### config.mk
export PLATFORM = sky130hd
export DESIGN_NAME = whitespace_trim_collapse_core_flat
export DESIGN_NICKNAME = d
export VERILOG_FILES = /design/src/rtl/core/wtc_pkg.sv /design/src/rtl/core/wtc_if.sv /design/src/rtl/core/wtc_ram.sv /design/src/rtl/core/wtc_front.sv /design/src/rtl/core/wtc_cmd_fifo.sv /design/src/rtl/core/wtc_back.sv /design/src/rtl/core/whitespace_trim_collapse_core.sv /design/src/flat_wrapper.sv
export SDC_FILE = /design/constraint.sdc
export NUM_CORES = 1
export LEC_CHECK = 0
export ABC_AREA = 1
export ABC_CLOCK_PERIOD_IN_PS = 2800
export BUFFER_PORTS_ARGS = -buffer_cell sky130_fd_sc_hd__buf_2
export CORE_UTILIZATION = 45
export DETAILED_ROUTE_END_ITERATION = 10
export GPL_ROUTABILITY_DRIVEN = 0
export PLACE_DENSITY = 0.68
export SYNTH_ARGS = -nofsm -noshare
export SYNTH_HDL_FRONTEND = slang
export SYNTH_SLANG_ARGS = --single-unit
### constraint.sdc
create_clock -name clk_i -period 2.8 [get_ports clk_i]
set_input_delay 0.42 -clock clk_i [delete_from_list [all_inputs] [get_ports clk_i]]
set_output_delay 0.42 -clock clk_i [all_outputs]
set_load 0.02 [all_outputs]
### src/rtl/core/wtc_pkg.sv
// Shared types and constants for the whitespace trim and collapse core.
`default_nettype none

package wtc_pkg;

  // Width of the release count carried by a command; covers the largest
  // supported pending store depth of 63.
  localparam int unsigned CNT_W = 6;

  // Command queue between the front and the back end.
  localparam int unsigned QUEUE_DEPTH = 4;
  localparam int unsigned QPTR_W      = 2;
  localparam int unsigned QCNT_W      = 3;

  // Enough to count every release command in the queue plus the one in work.
  localparam int unsigned REL_W = 3;

  localparam logic [7:0] CHAR_SQUOTE = 8'h27;
  localparam logic [7:0] CHAR_DQUOTE = 8'h22;
  localparam logic [7:0] CHAR_SPACE  = 8'h20;
  localparam logic [7:0] CHAR_TAB    = 8'h09;
  localparam logic [7:0] CHAR_CR     = 8'h0D;

  typedef struct packed {
    logic [7:0]       data;
    logic             has_byte;
    logic             eos;
    logic             ovf;
    logic [CNT_W-1:0] cnt;
  } wtc_cmd_t;

  typedef struct packed {
    logic rel_done;
  } wtc_back_sts_t;

endpackage

`default_nettype wire

### src/rtl/core/wtc_if.sv
// Valid/ready channel interfaces for the input and output byte streams.
`default_nettype none

interface wtc_in_if;
  logic       valid;
  logic       ready;
  logic [7:0] in_byte;
  logic       in_last;

  modport source (output valid, output in_byte, output in_last, input ready);
  modport sink   (input valid, input in_byte, input in_last, output ready);
endinterface

interface wtc_out_if;
  logic       valid;
  logic       ready;
  logic [7:0] out_byte;
  logic       has_byte;
  logic       end_of_string;
  logic       overflow;

  modport source (output valid, output out_byte, output has_byte,
                  output end_of_string, output overflow, input ready);
  modport sink   (input valid, input out_byte, input has_byte,
                  input end_of_string, input overflow, output ready);
endinterface

`default_nettype wire

### src/rtl/core/wtc_ram.sv
// Generic single write port, single read port RAM with registered read data.
`default_nettype none

module wtc_ram #(
  parameter int unsigned WIDTH = 8,
  parameter int unsigned DEPTH = 16
) (
  input  wire logic                                  clk_i,
  input  wire logic                                  we_i,
  input  wire logic [(DEPTH > 1 ? $clog2(DEPTH) : 1)-1:0] waddr_i,
  input  wire logic [WIDTH-1:0]                      wdata_i,
  input  wire logic                                  re_i,
  input  wire logic [(DEPTH > 1 ? $clog2(DEPTH) : 1)-1:0] raddr_i,
  output logic      [WIDTH-1:0]                      rdata_o
);

  logic [WIDTH-1:0] mem_q [DEPTH];
  logic [WIDTH-1:0] rdata_q;

  always_ff @(posedge clk_i) begin
    if (we_i) begin
      mem_q[waddr_i] <= wdata_i;
    end
    if (re_i) begin
      rdata_q <= mem_q[raddr_i];
    end
  end

  assign rdata_o = rdata_q;

endmodule

`default_nettype wire

### src/rtl/core/wtc_front.sv
// Front end: accepts input beats, classifies them and tracks string state.
`default_nettype none

module wtc_front #(
  parameter int unsigned PENDING_DEPTH = 16,
  localparam int unsigned AW = (PENDING_DEPTH > 1) ? $clog2(PENDING_DEPTH) : 1,
  localparam int unsigned CW = $clog2(PENDING_DEPTH + 1)
) (
  input  wire logic                   clk_i,
  input  wire logic                   rst_ni,
  wtc_in_if.sink                      in_i,
  input  wire logic                   full_i,
  input  wire wtc_pkg::wtc_back_sts_t sts_i,
  output logic                        push_o,
  output wtc_pkg::wtc_cmd_t           cmd_o,
  output logic                        ram_we_o,
  output logic [AW-1:0]               ram_waddr_o,
  output logic [7:0]                  ram_wdata_o
);

  logic                        quoted_q, quoted_d;
  logic                        started_q, started_d;
  logic                        lks_q, lks_d;
  logic                        dropped_q, dropped_d;
  logic [CW-1:0]               cnt_q, cnt_d;
  logic [wtc_pkg::REL_W-1:0]   rel_q, rel_d;

  logic is_ws, is_quote, keep_ws, has_room, wr_ws, drop_ws, needs_cmd, accept;

  assign is_ws = (in_i.in_byte == wtc_pkg::CHAR_SPACE) ||
                 ((in_i.in_byte >= wtc_pkg::CHAR_TAB) && (in_i.in_byte <= wtc_pkg::CHAR_CR));
  assign is_quote = (in_i.in_byte == wtc_pkg::CHAR_SQUOTE) ||
                    (in_i.in_byte == wtc_pkg::CHAR_DQUOTE);
  assign keep_ws  = is_ws && started_q && (quoted_q || !lks_q);
  assign has_room = cnt_q < CW'(PENDING_DEPTH);
  assign wr_ws    = keep_ws && has_room;
  assign drop_ws  = keep_ws && !has_room;
  assign needs_cmd = !is_ws || in_i.in_last;

  // A pending write waits until the back end has read out every earlier
  // release, since both start from entry zero of the store.
  assign in_i.ready = !full_i && (!wr_ws || (rel_q == '0));
  assign accept     = in_i.valid && in_i.ready;

  assign ram_we_o    = accept && wr_ws;
  assign ram_waddr_o = cnt_q[AW-1:0];
  assign ram_wdata_o = in_i.in_byte;

  assign push_o = accept && needs_cmd;

  always_comb begin
    cmd_o.data     = is_ws ? 8'h00 : in_i.in_byte;
    cmd_o.has_byte = !is_ws;
    cmd_o.eos      = in_i.in_last;
    cmd_o.ovf      = dropped_q || drop_ws;
    cmd_o.cnt      = is_ws ? '0 : wtc_pkg::CNT_W'(cnt_q);
  end

  always_comb begin
    quoted_d  = quoted_q;
    started_d = started_q;
    lks_d     = lks_q;
    dropped_d = dropped_q;
    cnt_d     = cnt_q;
    if (accept) begin
      if (is_ws) begin
        if (keep_ws) begin
          lks_d = 1'b1;
          if (has_room) begin
            cnt_d = cnt_q + 1'b1;
          end else begin
            dropped_d = 1'b1;
          end
        end
      end else begin
        if (is_quote) begin
          quoted_d = !quoted_q;
        end
        cnt_d     = '0;
        started_d = 1'b1;
        lks_d     = 1'b0;
      end
      if (in_i.in_last) begin
        quoted_d  = 1'b0;
        started_d = 1'b0;
        lks_d     = 1'b0;
        dropped_d = 1'b0;
        cnt_d     = '0;
      end
    end
  end

  always_comb begin
    rel_d = rel_q;
    if (push_o && (cmd_o.cnt != '0)) begin
      rel_d = rel_d + 1'b1;
    end
    if (sts_i.rel_done) begin
      rel_d = rel_d - 1'b1;
    end
  end

  always_ff @(posedge clk_i or negedge rst_ni) begin
    if (!rst_ni) begin
      quoted_q  <= 1'b0;
      started_q <= 1'b0;
      lks_q     <= 1'b0;
      dropped_q <= 1'b0;
      cnt_q     <= '0;
      rel_q     <= '0;
    end else begin
      quoted_q  <= quoted_d;
      started_q <= started_d;
      lks_q     <= lks_d;
      dropped_q <= dropped_d;
      cnt_q     <= cnt_d;
      rel_q     <= rel_d;
    end
  end

endmodule

`default_nettype wire

### src/rtl/core/wtc_cmd_fifo.sv
// Short command queue between the front and the back end.
`default_nettype none

module wtc_cmd_fifo (
  input  wire logic               clk_i,
  input  wire logic               rst_ni,
  input  wire logic               push_i,
  input  wire wtc_pkg::wtc_cmd_t  cmd_i,
  input  wire logic               pop_i,
  output wtc_pkg::wtc_cmd_t       cmd_o,
  output logic                    empty_o,
  output logic                    full_o
);

  wtc_pkg::wtc_cmd_t            slot_q [wtc_pkg::QUEUE_DEPTH];
  logic [wtc_pkg::QPTR_W-1:0]   wr_ptr_q, rd_ptr_q;
  logic [wtc_pkg::QCNT_W-1:0]   count_q;

  assign empty_o = (count_q == '0);
  assign full_o  = (count_q == wtc_pkg::QCNT_W'(wtc_pkg::QUEUE_DEPTH));
  assign cmd_o   = slot_q[rd_ptr_q];

  always_ff @(posedge clk_i) begin
    if (push_i) begin
      slot_q[wr_ptr_q] <= cmd_i;
    end
  end

  always_ff @(posedge clk_i or negedge rst_ni) begin
    if (!rst_ni) begin
      wr_ptr_q <= '0;
      rd_ptr_q <= '0;
      count_q  <= '0;
    end else begin
      if (push_i) begin
        wr_ptr_q <= wr_ptr_q + 1'b1;
      end
      if (pop_i) begin
        rd_ptr_q <= rd_ptr_q + 1'b1;
      end
      if (push_i && !pop_i) begin
        count_q <= count_q + 1'b1;
      end else if (pop_i && !push_i) begin
        count_q <= count_q - 1'b1;
      end
    end
  end

endmodule

`default_nettype wire

### src/rtl/core/wtc_back.sv
// Back end: releases pending whitespace from the store and emits output beats.
`default_nettype none

module wtc_back #(
  parameter int unsigned PENDING_DEPTH = 16,
  localparam int unsigned AW = (PENDING_DEPTH > 1) ? $clog2(PENDING_DEPTH) : 1
) (
  input  wire logic               clk_i,
  input  wire logic               rst_ni,
  input  wire wtc_pkg::wtc_cmd_t  cmd_i,
  input  wire logic               empty_i,
  output logic                    pop_o,
  output wtc_pkg::wtc_back_sts_t  sts_o,
  output logic                    ram_re_o,
  output logic [AW-1:0]           ram_raddr_o,
  input  wire logic [7:0]         ram_rdata_i,
  wtc_out_if.source               out_o
);

  typedef enum logic [3:0] {
    S_IDLE = 4'b0001,
    S_READ = 4'b0010,
    S_WAIT = 4'b0100,
    S_EMIT = 4'b1000
  } state_e;

  state_e                      state_q, state_d;
  logic [wtc_pkg::CNT_W-1:0]   idx_q, idx_d, idx_nxt;

  logic       out_valid_q, out_valid_d;
  logic [7:0] out_byte_q, out_byte_d;
  logic       has_q, has_d, eos_q, eos_d, ovf_q, ovf_d;
  logic       out_free, load;

  assign out_free = !out_valid_q || out_o.ready;
  assign idx_nxt  = idx_q + 1'b1;

  assign ram_raddr_o = idx_q[AW-1:0];

  always_comb begin
    state_d    = state_q;
    idx_d      = idx_q;
    load       = 1'b0;
    out_byte_d = out_byte_q;
    has_d      = has_q;
    eos_d      = eos_q;
    ovf_d      = ovf_q;
    pop_o      = 1'b0;
    ram_re_o   = 1'b0;
    sts_o.rel_done = 1'b0;
    unique case (state_q)
      S_IDLE: begin
        if (!empty_i) begin
          idx_d   = '0;
          state_d = (cmd_i.cnt != '0) ? S_READ : S_EMIT;
        end
      end
      S_READ: begin
        ram_re_o = 1'b1;
        state_d  = S_WAIT;
      end
      S_WAIT: begin
        // Read data stays put until the next read, so a stalled output is fine.
        if (out_free) begin
          load       = 1'b1;
          out_byte_d = ram_rdata_i;
          has_d      = 1'b1;
          eos_d      = 1'b0;
          ovf_d      = cmd_i.ovf;
          idx_d      = idx_nxt;
          state_d    = (idx_nxt < cmd_i.cnt) ? S_READ : S_EMIT;
        end
      end
      S_EMIT: begin
        if (out_free) begin
          load       = 1'b1;
          out_byte_d = cmd_i.data;
          has_d      = cmd_i.has_byte;
          eos_d      = cmd_i.eos;
          ovf_d      = cmd_i.ovf;
          pop_o      = 1'b1;
          sts_o.rel_done = (cmd_i.cnt != '0);
          state_d    = S_IDLE;
        end
      end
      default: begin
        state_d = S_IDLE;
      end
    endcase
  end

  always_comb begin
    out_valid_d = out_valid_q;
    if (load) begin
      out_valid_d = 1'b1;
    end else if (out_o.ready) begin
      out_valid_d = 1'b0;
    end
  end

  always_ff @(posedge clk_i) begin
    out_byte_q <= out_byte_d;
    has_q      <= has_d;
    eos_q      <= eos_d;
    ovf_q      <= ovf_d;
  end

  always_ff @(posedge clk_i or negedge rst_ni) begin
    if (!rst_ni) begin
      state_q     <= S_IDLE;
      idx_q       <= '0;
      out_valid_q <= 1'b0;
    end else begin
      state_q     <= state_d;
      idx_q       <= idx_d;
      out_valid_q <= out_valid_d;
    end
  end

  assign out_o.valid         = out_valid_q;
  assign out_o.out_byte      = out_byte_q;
  assign out_o.has_byte      = has_q;
  assign out_o.end_of_string = eos_q;
  assign out_o.overflow      = ovf_q;

endmodule

`default_nettype wire

### src/rtl/core/whitespace_trim_collapse_core.sv
// Top level of the whitespace trim and collapse core.
`default_nettype none

// Strings arrive one byte per beat with a last flag. Leading and trailing
// whitespace is removed, whitespace runs outside quotes shrink to their first
// byte, and whitespace inside quotes is kept up to PENDING_DEPTH bytes per run,
// with the overflow flag set for the rest of the string once bytes are lost.
// A byte that produces no result or a single result is taken as soon as the
// command queue has room; the front end queues up to four commands ahead of
// the back end. A byte that releases n pending whitespace bytes keeps the back
// end busy while each pending byte is read from the store and then loaded into
// the output register, before the byte itself is emitted. While such a release
// is still queued or running, a whitespace byte that must enter the store is
// held off. There is no clearing pass after reset.
module whitespace_trim_collapse_core #(
  parameter int unsigned PENDING_DEPTH = 16
) (
  input  wire logic  clk_i,
  input  wire logic  rst_ni,
  wtc_in_if.sink     in_i,
  wtc_out_if.source  out_o
);

  localparam int unsigned AW = (PENDING_DEPTH > 1) ? $clog2(PENDING_DEPTH) : 1;

  wtc_pkg::wtc_cmd_t      push_cmd, head_cmd;
  wtc_pkg::wtc_back_sts_t back_sts;
  logic                   push, pop, q_empty, q_full;
  logic                   ram_we, ram_re;
  logic [AW-1:0]          ram_waddr, ram_raddr;
  logic [7:0]             ram_wdata, ram_rdata;

  wtc_front #(
    .PENDING_DEPTH(PENDING_DEPTH)
  ) u_front (
    .clk_i       (clk_i),
    .rst_ni      (rst_ni),
    .in_i        (in_i),
    .full_i      (q_full),
    .sts_i       (back_sts),
    .push_o      (push),
    .cmd_o       (push_cmd),
    .ram_we_o    (ram_we),
    .ram_waddr_o (ram_waddr),
    .ram_wdata_o (ram_wdata)
  );

  wtc_cmd_fifo u_fifo (
    .clk_i   (clk_i),
    .rst_ni  (rst_ni),
    .push_i  (push),
    .cmd_i   (push_cmd),
    .pop_i   (pop),
    .cmd_o   (head_cmd),
    .empty_o (q_empty),
    .full_o  (q_full)
  );

  wtc_ram #(
    .WIDTH(8),
    .DEPTH(PENDING_DEPTH)
  ) u_pending_ram (
    .clk_i   (clk_i),
    .we_i    (ram_we),
    .waddr_i (ram_waddr),
    .wdata_i (ram_wdata),
    .re_i    (ram_re),
    .raddr_i (ram_raddr),
    .rdata_o (ram_rdata)
  );

  wtc_back #(
    .PENDING_DEPTH(PENDING_DEPTH)
  ) u_back (
    .clk_i       (clk_i),
    .rst_ni      (rst_ni),
    .cmd_i       (head_cmd),
    .empty_i     (q_empty),
    .pop_o       (pop),
    .sts_o       (back_sts),
    .ram_re_o    (ram_re),
    .ram_raddr_o (ram_raddr),
    .ram_rdata_i (ram_rdata),
    .out_o       (out_o)
  );

  // The store is never written while a release is reading it.
  assert property (@(posedge clk_i) disable iff (!rst_ni) !(ram_we && ram_re))
    else $error("pending store written during a release read");

  assert property (@(posedge clk_i) disable iff (!rst_ni) push |-> !q_full)
    else $error("command pushed into a full queue");

  assert property (@(posedge clk_i) disable iff (!rst_ni) pop |-> !q_empty)
    else $error("command popped from an empty queue");

  // A beat without a character is always the bare end marker.
  assert property (@(posedge clk_i) disable iff (!rst_ni)
                   (out_o.valid && !out_o.has_byte) |->
                   (out_o.end_of_string && (out_o.out_byte == 8'h00)))
    else $error("bare beat without end of string");

endmodule

`default_nettype wire

### src/flat_wrapper.sv
// flat-port wrapper written by rule: the top's interface ports become plain ports
module whitespace_trim_collapse_core_flat 
#(
  parameter int unsigned PENDING_DEPTH = 16
)
  (clk_i, rst_ni, in_i_valid, in_i_in_byte, in_i_in_last, in_i_ready, out_o_valid, out_o_out_byte, out_o_has_byte, out_o_end_of_string, out_o_overflow, out_o_ready);
  wtc_in_if in_i_i ();
  wtc_out_if out_o_i ();
  input  wire logic clk_i;
  input  wire logic rst_ni;
  input wire logic [$bits(in_i_i.valid)-1:0] in_i_valid;
  input wire logic [$bits(in_i_i.in_byte)-1:0] in_i_in_byte;
  input wire logic [$bits(in_i_i.in_last)-1:0] in_i_in_last;
  output wire logic [$bits(in_i_i.ready)-1:0] in_i_ready;
  output wire logic [$bits(out_o_i.valid)-1:0] out_o_valid;
  output wire logic [$bits(out_o_i.out_byte)-1:0] out_o_out_byte;
  output wire logic [$bits(out_o_i.has_byte)-1:0] out_o_has_byte;
  output wire logic [$bits(out_o_i.end_of_string)-1:0] out_o_end_of_string;
  output wire logic [$bits(out_o_i.overflow)-1:0] out_o_overflow;
  input wire logic [$bits(out_o_i.ready)-1:0] out_o_ready;
  assign in_i_i.valid = in_i_valid;
  assign in_i_i.in_byte = in_i_in_byte;
  assign in_i_i.in_last = in_i_in_last;
  assign in_i_ready = in_i_i.ready;
  assign out_o_valid = out_o_i.valid;
  assign out_o_out_byte = out_o_i.out_byte;
  assign out_o_has_byte = out_o_i.has_byte;
  assign out_o_end_of_string = out_o_i.end_of_string;
  assign out_o_overflow = out_o_i.overflow;
  assign out_o_i.ready = out_o_ready;
  whitespace_trim_collapse_core #(.PENDING_DEPTH(PENDING_DEPTH)) u_core (.clk_i(clk_i), .rst_ni(rst_ni), .in_i(in_i_i), .out_o(out_o_i));
endmodule
### After elaboration in Yosys (flattened, before gate mapping)

Memory sizes are Yosys's and may differ from the RTL's. A register that Yosys moved wholly into a read port is not among the register bits.
Index checks and enable logic that the tools add are counted.

| word-level totals | value |
|---|---|
| flip-flop bits (word level) | 41 |
| memory bits (writable) | 192 |
| input port bits | 13 |
| output and inout bits | 13 |
| logic and storage cells | 146 |
| memories | 2 |

| operators by class | value |
|---|---|
| add/subtract/negate cells | 8 |
| magnitude comparators | 4 |
| equal/unequal tests | 15 |
| mux-type cells | 52 |
| reduce and logical (&&, ||, !) cells | 49 |

Memories:

| memory | words | bits a word | read ports | clocked after Yosys merged registers in | wr ports | RTL line | text |
|---|---|---|---|---|---|---|---|
| u_core.u_pending_ram.mem_q | 16 | 8 | 1 | 1 | 1 | wtc_ram.sv:17 | `logic [WIDTH-1:0] mem_q [DEPTH];` |
| u_core.u_fifo.slot_q | 4 | 16 | 1 | 0 | 1 | wtc_cmd_fifo.sv:15 | `wtc_pkg::wtc_cmd_t slot_q [wtc_pkg::QUEUE_DEPTH];` |

Operators by type and width:

| operator | count |
|---|---|
| $mux W1 | 28 |
| $mux W5 | 5 |
| $eq A8 B6 Y1 const B | 3 |
| $mux W8 | 3 |
| $mux W4 | 5 |
| $pmux W4 S4 | 1 |
| $pmux W8 S2 | 1 |
| $reduce_and A3 Y1 | 5 |
| $reduce_bool A2 Y1 | 7 |
| $logic_and A1 B1 Y1 | 12 |
| $mux W3 | 4 |
| $mux W6 | 2 |
| $pmux W6 S2 | 1 |
| $reduce_bool A6 Y1 | 2 |
| $ne A2 B2 Y1 const B | 5 |
| $logic_not A1 Y1 | 9 |
| $ge A8 B4 Y1 const B | 1 |
| $le A8 B4 Y1 const B | 1 |
| $logic_or A1 B1 Y1 | 7 |
| $add A3 B1 Y3 const B | 2 |
| $add A6 B1 Y6 const B | 1 |
| $logic_not A3 Y1 | 2 |
| $lt A6 B6 Y1 | 1 |
| $ne A3 B2 Y1 const B | 2 |
| 13 further kinds | 18 |

### Logic depth before layout (Yosys ltp)

Gate-level depths: netlist of run 1.

| depth | value |
|---|---|
| word-level depth | 15 |
| gate-level depth with buffers | 16 |
| depth with buffers taken out | 16 |

### Hierarchy

From an unflattened synthesis of run 1, not the netlist that was laid out.

| unflattened totals | value |
|---|---|
| cell total of the unflattened synthesis | 1116 |
| area total of the unflattened synthesis | 11423.5 um^2 |

Modules (own cells, without submodules):

| module | times used | cells each | area each (um^2) | seq. area each (um^2) |
|---|---|---|---|---|
| wtc_ram | 1 | 551 | 5846.9 | 4083.9 |
| wtc_cmd_fifo | 1 | 246 | 3164.3 | 2217.1 |
| wtc_back | 1 | 157 | 1290.0 | 606.8 |
| wtc_front | 1 | 162 | 1122.3 | 300.3 |

### Worst setup path after synthesis of run 1

No wires, ideal clock.

| timing | value |
|---|---|
| path type | input port to flip-flop |
| from | input in_i_in_byte[0] |
| to | memory u_core.u_fifo.slot_q[0][0] in the netlist's numbering (enable) |
| setup time | 389 ps |
| arrival time | 1951 ps |
| required time | 2411 ps |
| path slack | 461 ps |
| stages | 9 |
| buffers on the path | 0 |
| cells stage by stage | inv_1 -> nand3_1 -> nand3_1 -> nand2_2 -> nand3_2 -> nand3_2 -> nor2_4 -> inv_2 -> nor2_1 |

| on the way | value |
|---|---|
| word-level cells in the longest chain between the ends | 13 |
| elaborated cells on any way between the ends | 17 |
| those cells by class | 2 x order compare; 1 x eq/ne; 2 x mux; 12 x reduce/logical |

Ends and longest elaborated chain:

| item | RTL line | text |
|---|---|---|
| start: declaration | flat_wrapper.sv:12 | `input wire logic [$bits(in_i_i.in_byte)-1:0] in_i_in_byte;` |
| $ge A8 B4 Y1 or $le A8 B4 Y1 (tied branches) | wtc_front.sv:31 | `((in_i.in_byte >= wtc_pkg::CHAR_TAB) && (in_i.in_byte <= wtc_pkg::CHAR_CR));` |
| $logic_and A1 B1 Y1 | wtc_front.sv:31 |  |
| $logic_or A1 B1 Y1 * | wtc_front.sv:30 | `assign is_ws = (in_i.in_byte == wtc_pkg::CHAR_SPACE) \|\|` |
| $logic_and A1 B1 Y1 (2 in series) | wtc_front.sv:34 | `assign keep_ws = is_ws && started_q && (quoted_q \|\| !lks_q);` |
| $logic_and A1 B1 Y1 | wtc_front.sv:36 | `assign wr_ws = keep_ws && has_room;` |
| $logic_not A1 Y1 | wtc_front.sv:42 | `assign in_i.ready = !full_i && (!wr_ws \|\| (rel_q == '0));` |
| $logic_or A1 B1 Y1 | wtc_front.sv:42 |  |
| $logic_and A1 B1 Y1 | wtc_front.sv:42 |  |
| $logic_and A1 B1 Y1 | wtc_front.sv:43 | `assign accept = in_i.valid && in_i.ready;` |
| $logic_and A1 B1 Y1 * | wtc_front.sv:49 | `assign push_o = accept && needs_cmd;` |
| named net u_core.push | whitespace_trim_collapse_core.sv:28 | `logic push, pop, q_empty, q_full;` |
| $mux W1 * | wtc_cmd_fifo.sv:24 | `if (push_i) begin` |
| $mux W1 (implied by the code) * | wtc_cmd_fifo.sv:25 | `slot_q[wr_ptr_q] <= cmd_i;` |
| end: declaration | wtc_cmd_fifo.sv:15 |  |

Mark *: on every way through the listed nets, which the timed path passes. The rest lies on a longest branch.

### Worst setup path in the final report of run 1

| timing | value |
|---|---|
| from | register u_core.u_front.rel_q[0] in the netlist's numbering |
| to | register u_core.u_fifo.count_q[1] in the netlist's numbering |

| on the way | value |
|---|---|
| word-level cells in the longest chain between the ends | 8 |
| elaborated cells on any way between the ends | 10 |
| those cells by class | 1 x mux; 9 x reduce/logical |

Ends and longest elaborated chain:

| item | RTL line | text |
|---|---|---|
| start: declaration | wtc_front.sv:26 | `logic [wtc_pkg::REL_W-1:0] rel_q, rel_d;` |
| start signal: assignment | wtc_front.sv:117 | `rel_q <= rel_d;` |
| $logic_not A3 Y1 * | wtc_front.sv:42 |  |
| $logic_or A1 B1 Y1 * | wtc_front.sv:42 |  |
| $logic_and A1 B1 Y1 * | wtc_front.sv:42 |  |
| $logic_and A1 B1 Y1 * | wtc_front.sv:43 |  |
| $logic_and A1 B1 Y1 * | wtc_front.sv:49 |  |
| named net u_core.push | whitespace_trim_collapse_core.sv:28 |  |
| $logic_not A1 Y1 | wtc_cmd_fifo.sv:43 | `end else if (pop_i && !push_i) begin` |
| $logic_and A1 B1 Y1 | wtc_cmd_fifo.sv:43 |  |
| $reduce_bool A2 Y1 (no source line) | - |  |
| end signal: assignment | wtc_cmd_fifo.sv:42 | `count_q <= count_q + 1'b1;` |
| end signal: assignment | wtc_cmd_fifo.sv:44 | `count_q <= count_q - 1'b1;` |
| end: declaration | wtc_cmd_fifo.sv:17 | `logic [wtc_pkg::QCNT_W-1:0] count_q;` |

Marks and branches as above.
A chain may end at the register's enable or synchronous reset.

==> reports/metrics.yaml, run 1 <==
outcome: "completed"
dr.pass1.iters: 5
drtIter0Drc: 584
dp.final_hpwl_microns: 14900
synth_top_cell_area_share_pct: 61.7
antenna_found_initial: 1
fin_worst_skew_ps: 18.1
gr-total-overflow: 0
final.min_clock_period_ps: 2320
crit_family: "adder cells"
drive_above_1_share_pct: 15.3
setup_viol: 0
synthFlopType: "edfxtp_1"
start_util_pct: 46.4
ctsResizeCount: 0
clk_root_buffer_cell: "clkbuf_16"
vdd_drop_max_mv: 0.469
fin_tns_setup_ps: 0
ys_seq_elements: 241
ant_nets: 0
dieHeight_microns: 153
critPathKind: "reg -> reg"
cts_buffers: 26
hold_viol_final: 0
synth_nets: 916
viasPerCell: 5.42
synth.area.top_cells: "edfxtp_1, dfrtp_1, nor2_1"
route.detailed.drc: 0
placement.io_buffers: 25
final_util_pct: 53.3
cap_violations: 0
ys_warn_count: 0
htreeDepth: 1
cpPeakStageDelay_ps: 410
timing.fmax_mhz: 432
cp-start-kind: "flip-flop"
critPathBufInv: 2
max-slew-margin-rel_pct: 49.5
synthMostInstantiatedCell: "edfxtp_1"
arrival_ps: 2730
clk_pin_slew_ps: 60
fin_nets: 979
p_leak_nw: 4.45
cts.path.max_buffers: 3
syn_area_sq_mm: 0.0103
fin_crit_sh_pct: 82.7
rsz0062_at_grt: "false"
pin_count: 26
wl_microns: 22500
post_cts_buffers: 0
synth_edf_count: 211
yosysTopAreaCell: "edfxtp_1"
end_kind: "flip-flop"
synth_cell_type_count: 39
async_flop_share_pct: 12.4
path_max_fanout: 7
synth.yosys.seq_area_share_pct: 69.1
grt_use_total_pct: 19.8
cpMaxStageDelayCell: "fa_1"
area.growth.synth_to_final_pct: 14.8
cts_tree: "done"
tightest_slew_ps: 757
wl_per_cell_microns: 18.0
core_area_sq_mm: 0.0221
drv_slew: 0
fillCellCount: 1867
insertion_delay_ps: 530
syn_inst: 885
path_cells: "inv_1, ha_1, a21oi_1, nand3_2, nand3_2, nor2_4, ha_1, inv_1, fa_1, mux2_2"
grt_pass1_wl_microns: 35600
hold_class: "in -> reg"
holdBufCountCts: 1
cp.required_ps: 3210
die_area_sq_mm: 0.0234
die_x_microns: 153
power_density_mw_per_mm2: 856
cts_sinks: 241
ys_top_cells_by_count: "edfxtp_1, nor2_1, o21ai_0"
rows: 54
insertedDiodeCount: 0
grt_pass1_vias: 6530
vias: 6762
synth.avg_cell_area_sq_um: 11.6
grt_max_degree: 41
==> metrics by stage <==
stage / instance area (sq um) / setup WS (ps) / hold slack, ps / std cells / power [mW]
2_1_floorplan: 10300 / 461 / 124 / 885 / 6.16
4_1_cts: 11800 / 489 / 205 / 1247 / 10.2
3_3_place_gp: 10900 / 358 / 493 / 1199 / 6.75
5_1_grt: 11800 / 346 / 226 / 1247 / 10.6
6_report: 11800 / 485 / 213 / 1247 / 10.1
3_5_place_dp: 10900 / 309 / 498 / 1199 / 6.80
==> worst paths after layout <==
kind                                          start                                 to  slack (ps)  cells after the start
max                         u_core.u_front.rel_q[0]           u_core.u_fifo.count_q[1]         480                     10
min                                 in_i_in_byte[5]  u_core.u_pending_ram.mem_q[14][5]         210                      1
max reg2reg                 u_core.u_front.rel_q[0]           u_core.u_fifo.count_q[1]         480                     10
min reg2reg                u_core.u_fifo.count_q[2]           u_core.u_fifo.count_q[2]         510                      1
max in group asynchronous                    rst_ni             u_core.u_back.idx_q[0]        1850                      2
min in group asynchronous                    rst_ni            u_core.u_front.cnt_q[1]         480                      2
==> cell usage in the layout, fill, tap and decap left out, types with 2 or more instances in the layout <==
master        n
xnor2_1       3
o21ai_0     117
clkbuf_16    27
inv_2         9
clkinvlp_4    2
buf_4        49
dfrtp_1      28
clkbuf_1      4
clkinv_1      8
nor2_1      174
or2_2         2
a21oi_1      11
clkinv_2      4
nand3_2       5
inv_1        61
edfxtp_1    211
xor2_1        7
nor2_4        3
o21ai_1       2
nand2_1      82
nand2_2       8
a31oi_1       8
o22ai_1      43
buf_2        25
ha_1         17
nor2_2        2
nand4_1       5
nand3_1      26
o211ai_1      5
nor3_1        2
bufinv_16     3
==> kinds of logic (layout without fill, tap and decap cells) <==
kind of cell               Yosys count  after routing  share of synthesized area [%]
AOI/OAI and AO/OA                  187            187                           9.89
xor gates and xnor gates            10             10                          0.854
adders and majority gates           18             18                           2.27
buffers and inverters              113            195                           4.57
DFF                                241            241                           69.1
muxes                                1              1                          0.110
and+or+nand+nor                    315            315                           13.2
==> flip-flops by register name, summed over array words and instances (netlist names), 2 cells and up <==
register                      cells
u_core.u_front.rel_q              3
u_core.u_fifo.rd_ptr_q            2
u_core.u_back.out_o.out_byte      8
u_core.u_back.state_q             4
u_core.u_fifo.wr_ptr_q            2
u_core.u_pending_ram.mem_q      128
u_core.u_pending_ram.rdata_o      8
u_core.u_fifo.count_q             3
u_core.u_front.cnt_q              5
u_core.u_back.idx_q               6
u_core.u_fifo.slot_q             64
==> cell type report <==
| cell class | count | area [sq um] | share of cell area, % |
|---|---|---|---|
| Tap cell | 280 | 350 | 2.97 |
| Timing Repair Buffer | 75 | 503 | 4.27 |
| Multi-Input combinational cell | 531 | 2710 | 23.0 |
| Inverter | 73 | 277 | 2.35 |
| Clock buffer | 31 | 691 | 5.86 |
| Clock inverter | 16 | 159 | 1.35 |
| Sequential cell | 241 | 7090 | 60.2 |
==> power by group <==
group	total, mW	switching [mW]	internal, mW
clock network	3.36	1.33	2.03
registers	4.52	0.207	4.32
logic	2.20	1.48	0.715
total	10.1	3.02	7.06
==> routing by layer <==
layer  share of wire, %  vias up  routed length [microns]  track usage (%)
met2                 47      210                    10600             32.5
li1                   -     3218                        -                -
met3                6.1       40                     1370             2.81
met1                 45     3294                    10000             27.6
met4                2.2        0                      500             6.06
met5                  0        -                        0                0
No activity file was read; power rests on OpenSTA's default activity.
==> run 2, diff against run 1 <==
--- a/config.mk
+++ b/config.mk
@@ -6,7 +6,7 @@
 export NUM_CORES = 1
 export LEC_CHECK = 0
 export ABC_AREA = 1
-export ABC_CLOCK_PERIOD_IN_PS = 2800
+export ABC_CLOCK_PERIOD_IN_PS = 2200
 export BUFFER_PORTS_ARGS = -buffer_cell sky130_fd_sc_hd__buf_2
 export CORE_UTILIZATION = 45
 export DETAILED_ROUTE_END_ITERATION = 10
==> constraint.sdc (replaced) <==
create_clock -name clk_i -period 2.2 [get_ports clk_i]
set_input_delay 0.33 -clock clk_i [delete_from_list [all_inputs] [get_ports clk_i]]
set_output_delay 0.33 -clock clk_i [all_outputs]
set_load 0.02 [all_outputs]
==> reports/metrics.yaml, run 2 (synthesis gave the netlist of run 1 again) <==
regToRegSetupSlack_ps: 160
route.detailed.drc: 0
path_cells: "inv_1, ha_2, a21oi_4, nand3_2, buf_6, nand2_1, inv_1, buf_4"
dieHeight_microns: 153
final_common_cell: "edfxtp_1"
area.growth.synth_to_final_pct: 17.0
wl_microns: 22700
fin_worst_skew_ps: 14.1
ant_nets: 0
cts_tree: "done"
r2r-end: "u_core.u_fifo.count_q[2]"
drv_slew: 0
critPathKind: "reg -> out"
grt_max_degree: 41
dr.pass1.iters: 5
viasPerCell: 5.33
insertion_delay_ps: 520
largest_reg_flops: 128
start_util_pct: 46.4
grt_use_total_pct: 19.8
preCtsSetupSlack_ps: -82.6
drtIter0Drc: 706
final_util_pct: 54.4
grt_pass1_vias: 6465
hold_viol_final: 0
grt_pass1_wl_microns: 35600
clk_pin_slew_ps: 60
die_x_microns: 153
vias: 6741
path_max_fanout: 2
startpoint: "u_core.u_front.rel_q[1]"
vdd_drop_max_mv: 0.588
gr-total-overflow: 0
crit_top_cell: "inv_1"
htreeDepth: 1
rsz0062_at_grt: "false"
setup_ws_ps: 138
max-slew-margin-rel_pct: 53.1
regMostFlops: "u_core.u_pending_ram.mem_q"
cts_sinks: 241
pin_count: 26
timing.fmax_mhz: 485
cpPeakStageDelay_ps: 360
cpMaxStageDelayCell: "dfrtp_1"
final_cell_mix: "edfxtp_1, nor2_1, o21ai_0, nand2_1, buf_4"
core_area_sq_mm: 0.0221
placement.io_buffers: 25
wl_per_cell_microns: 18.0
cp-start-kind: "flip-flop"
final.min_clock_period_ps: 2060
cts_buffers: 24
crit_end: "in_i_ready"
end_kind: "output port"
r2r_cells: 12
drive_above_1_share_pct: 17.7
outcome: "completed"
power_density_mw_per_mm2: 1080
cp.required_ps: 1870
cap_violations: 0
power_mw: 12.9
fin_nets: 998
insertedDiodeCount: 0
holdWs_ps: 174
setup_viol: 0
hold_class: "in -> reg"
rows: 54
die_area_sq_mm: 0.0234
dp.final_hpwl_microns: 15100
cts.path.max_buffers: 3
arrival_ps: 1730
post_cts_buffers: 0
reg2reg_from: "u_core.u_front.rel_q[1]"
tightest_slew_ps: 703
clk_root_buffer_cell: "clkbuf_16"
largestRegisters: "u_core.u_pending_ram.mem_q (128), u_core.u_fifo.slot_q (64)"
antenna_found_initial: 0
p_leak_nw: 4.56
fin_crit_sh_pct: 93.7
-- run 2: cell types whose count changed in the layout (fill, tap and decap cells not counted), moves of 2 or more --
cell and change:
buf_6 +2, nor2_1 -2, inv_1 -2, clkbuf_16 -3, buf_12 +6, inv_2 +2, nor2_2 +2, buf_4 +14
clkinv_1 -2
-- run 2: metrics by stage --
step | TNS, ps | instance area, sq um | cells
after floorplan | -5920 | 10300 | 885
after CTS | 0 | 12000 | 1265
after global placement | -58.4 | 11200 | 1220
after detailed placement | -1170 | 11200 | 1220
after global routing | 0 | 12000 | 1265
final | 0 | 12000 | 1265
-- run 2: critical path, delay by kind of cell, from the launching register on --
kind | cells | cell delay [ps]
AOI/OAI and AO/OA | 1 | 130
and+or+nand+nor | 2 | 150
adders and majority gates | 1 | 180
buffers and inverters | 4 | 390
DFF | 1 | 360
-- run 2: per-layer routing --
layer / routed length [microns] / global-route usage (%) / up-vias / share of wire [%]
met2: 10700 / 32.4 / 225 / 47
met3: 1570 / 2.84 / 23 / 6.9
met5: 0 / 0 / - / 0
li1: - / - / 3252 / -
met1: 10200 / 28.0 / 3241 / 45
met4: 352 / 4.81 / 0 / 1.5
-- run 2: cell type report --
type                    count  area, sq um
fillers                  1823        10100
flip-flops and latches    241         7090
multi-input cells         531         2730
repair buffers             96          746
clock buffers              29          629
well taps                 280          350
inverters                  73          277
clock inverters            15          188
-- run 2: worst min-delay path by stage --
stage	start	endpoint	slack, ps	cells past startpoint
global placement	rst_ni	u_core.u_back.state_q[2]	420	1
detailed placement	rst_ni	u_core.u_back.out_o.valid	420	1
floorplan	rst_ni	u_core.u_back.idx_q[0]	30	0
finish	in_i_in_byte[1]	u_core.u_pending_ram.mem_q[14][1]	170	2
global route	in_i_in_byte[1]	u_core.u_pending_ram.mem_q[15][1]	180	2
CTS	in_i_in_byte[1]	u_core.u_pending_ram.mem_q[12][1]	160	2
-- run 2: power breakdown --
group	switching (mW)	internal, mW	leakage (nW)	total, mW
Sequential	0.243	5.49	2.30	5.73
Combinational	1.96	1.07	1.87	3.03
Clock	1.66	2.51	0.397	4.18
-- run 2: what timing repair did --
item / CTS / global route
pin swaps: 0 / 2
setup endpoints to repair: 1 / 5
hold endpoints to repair: 29 / 0
gates resized for setup: 1 / 10
hold buffers: 1 / 0
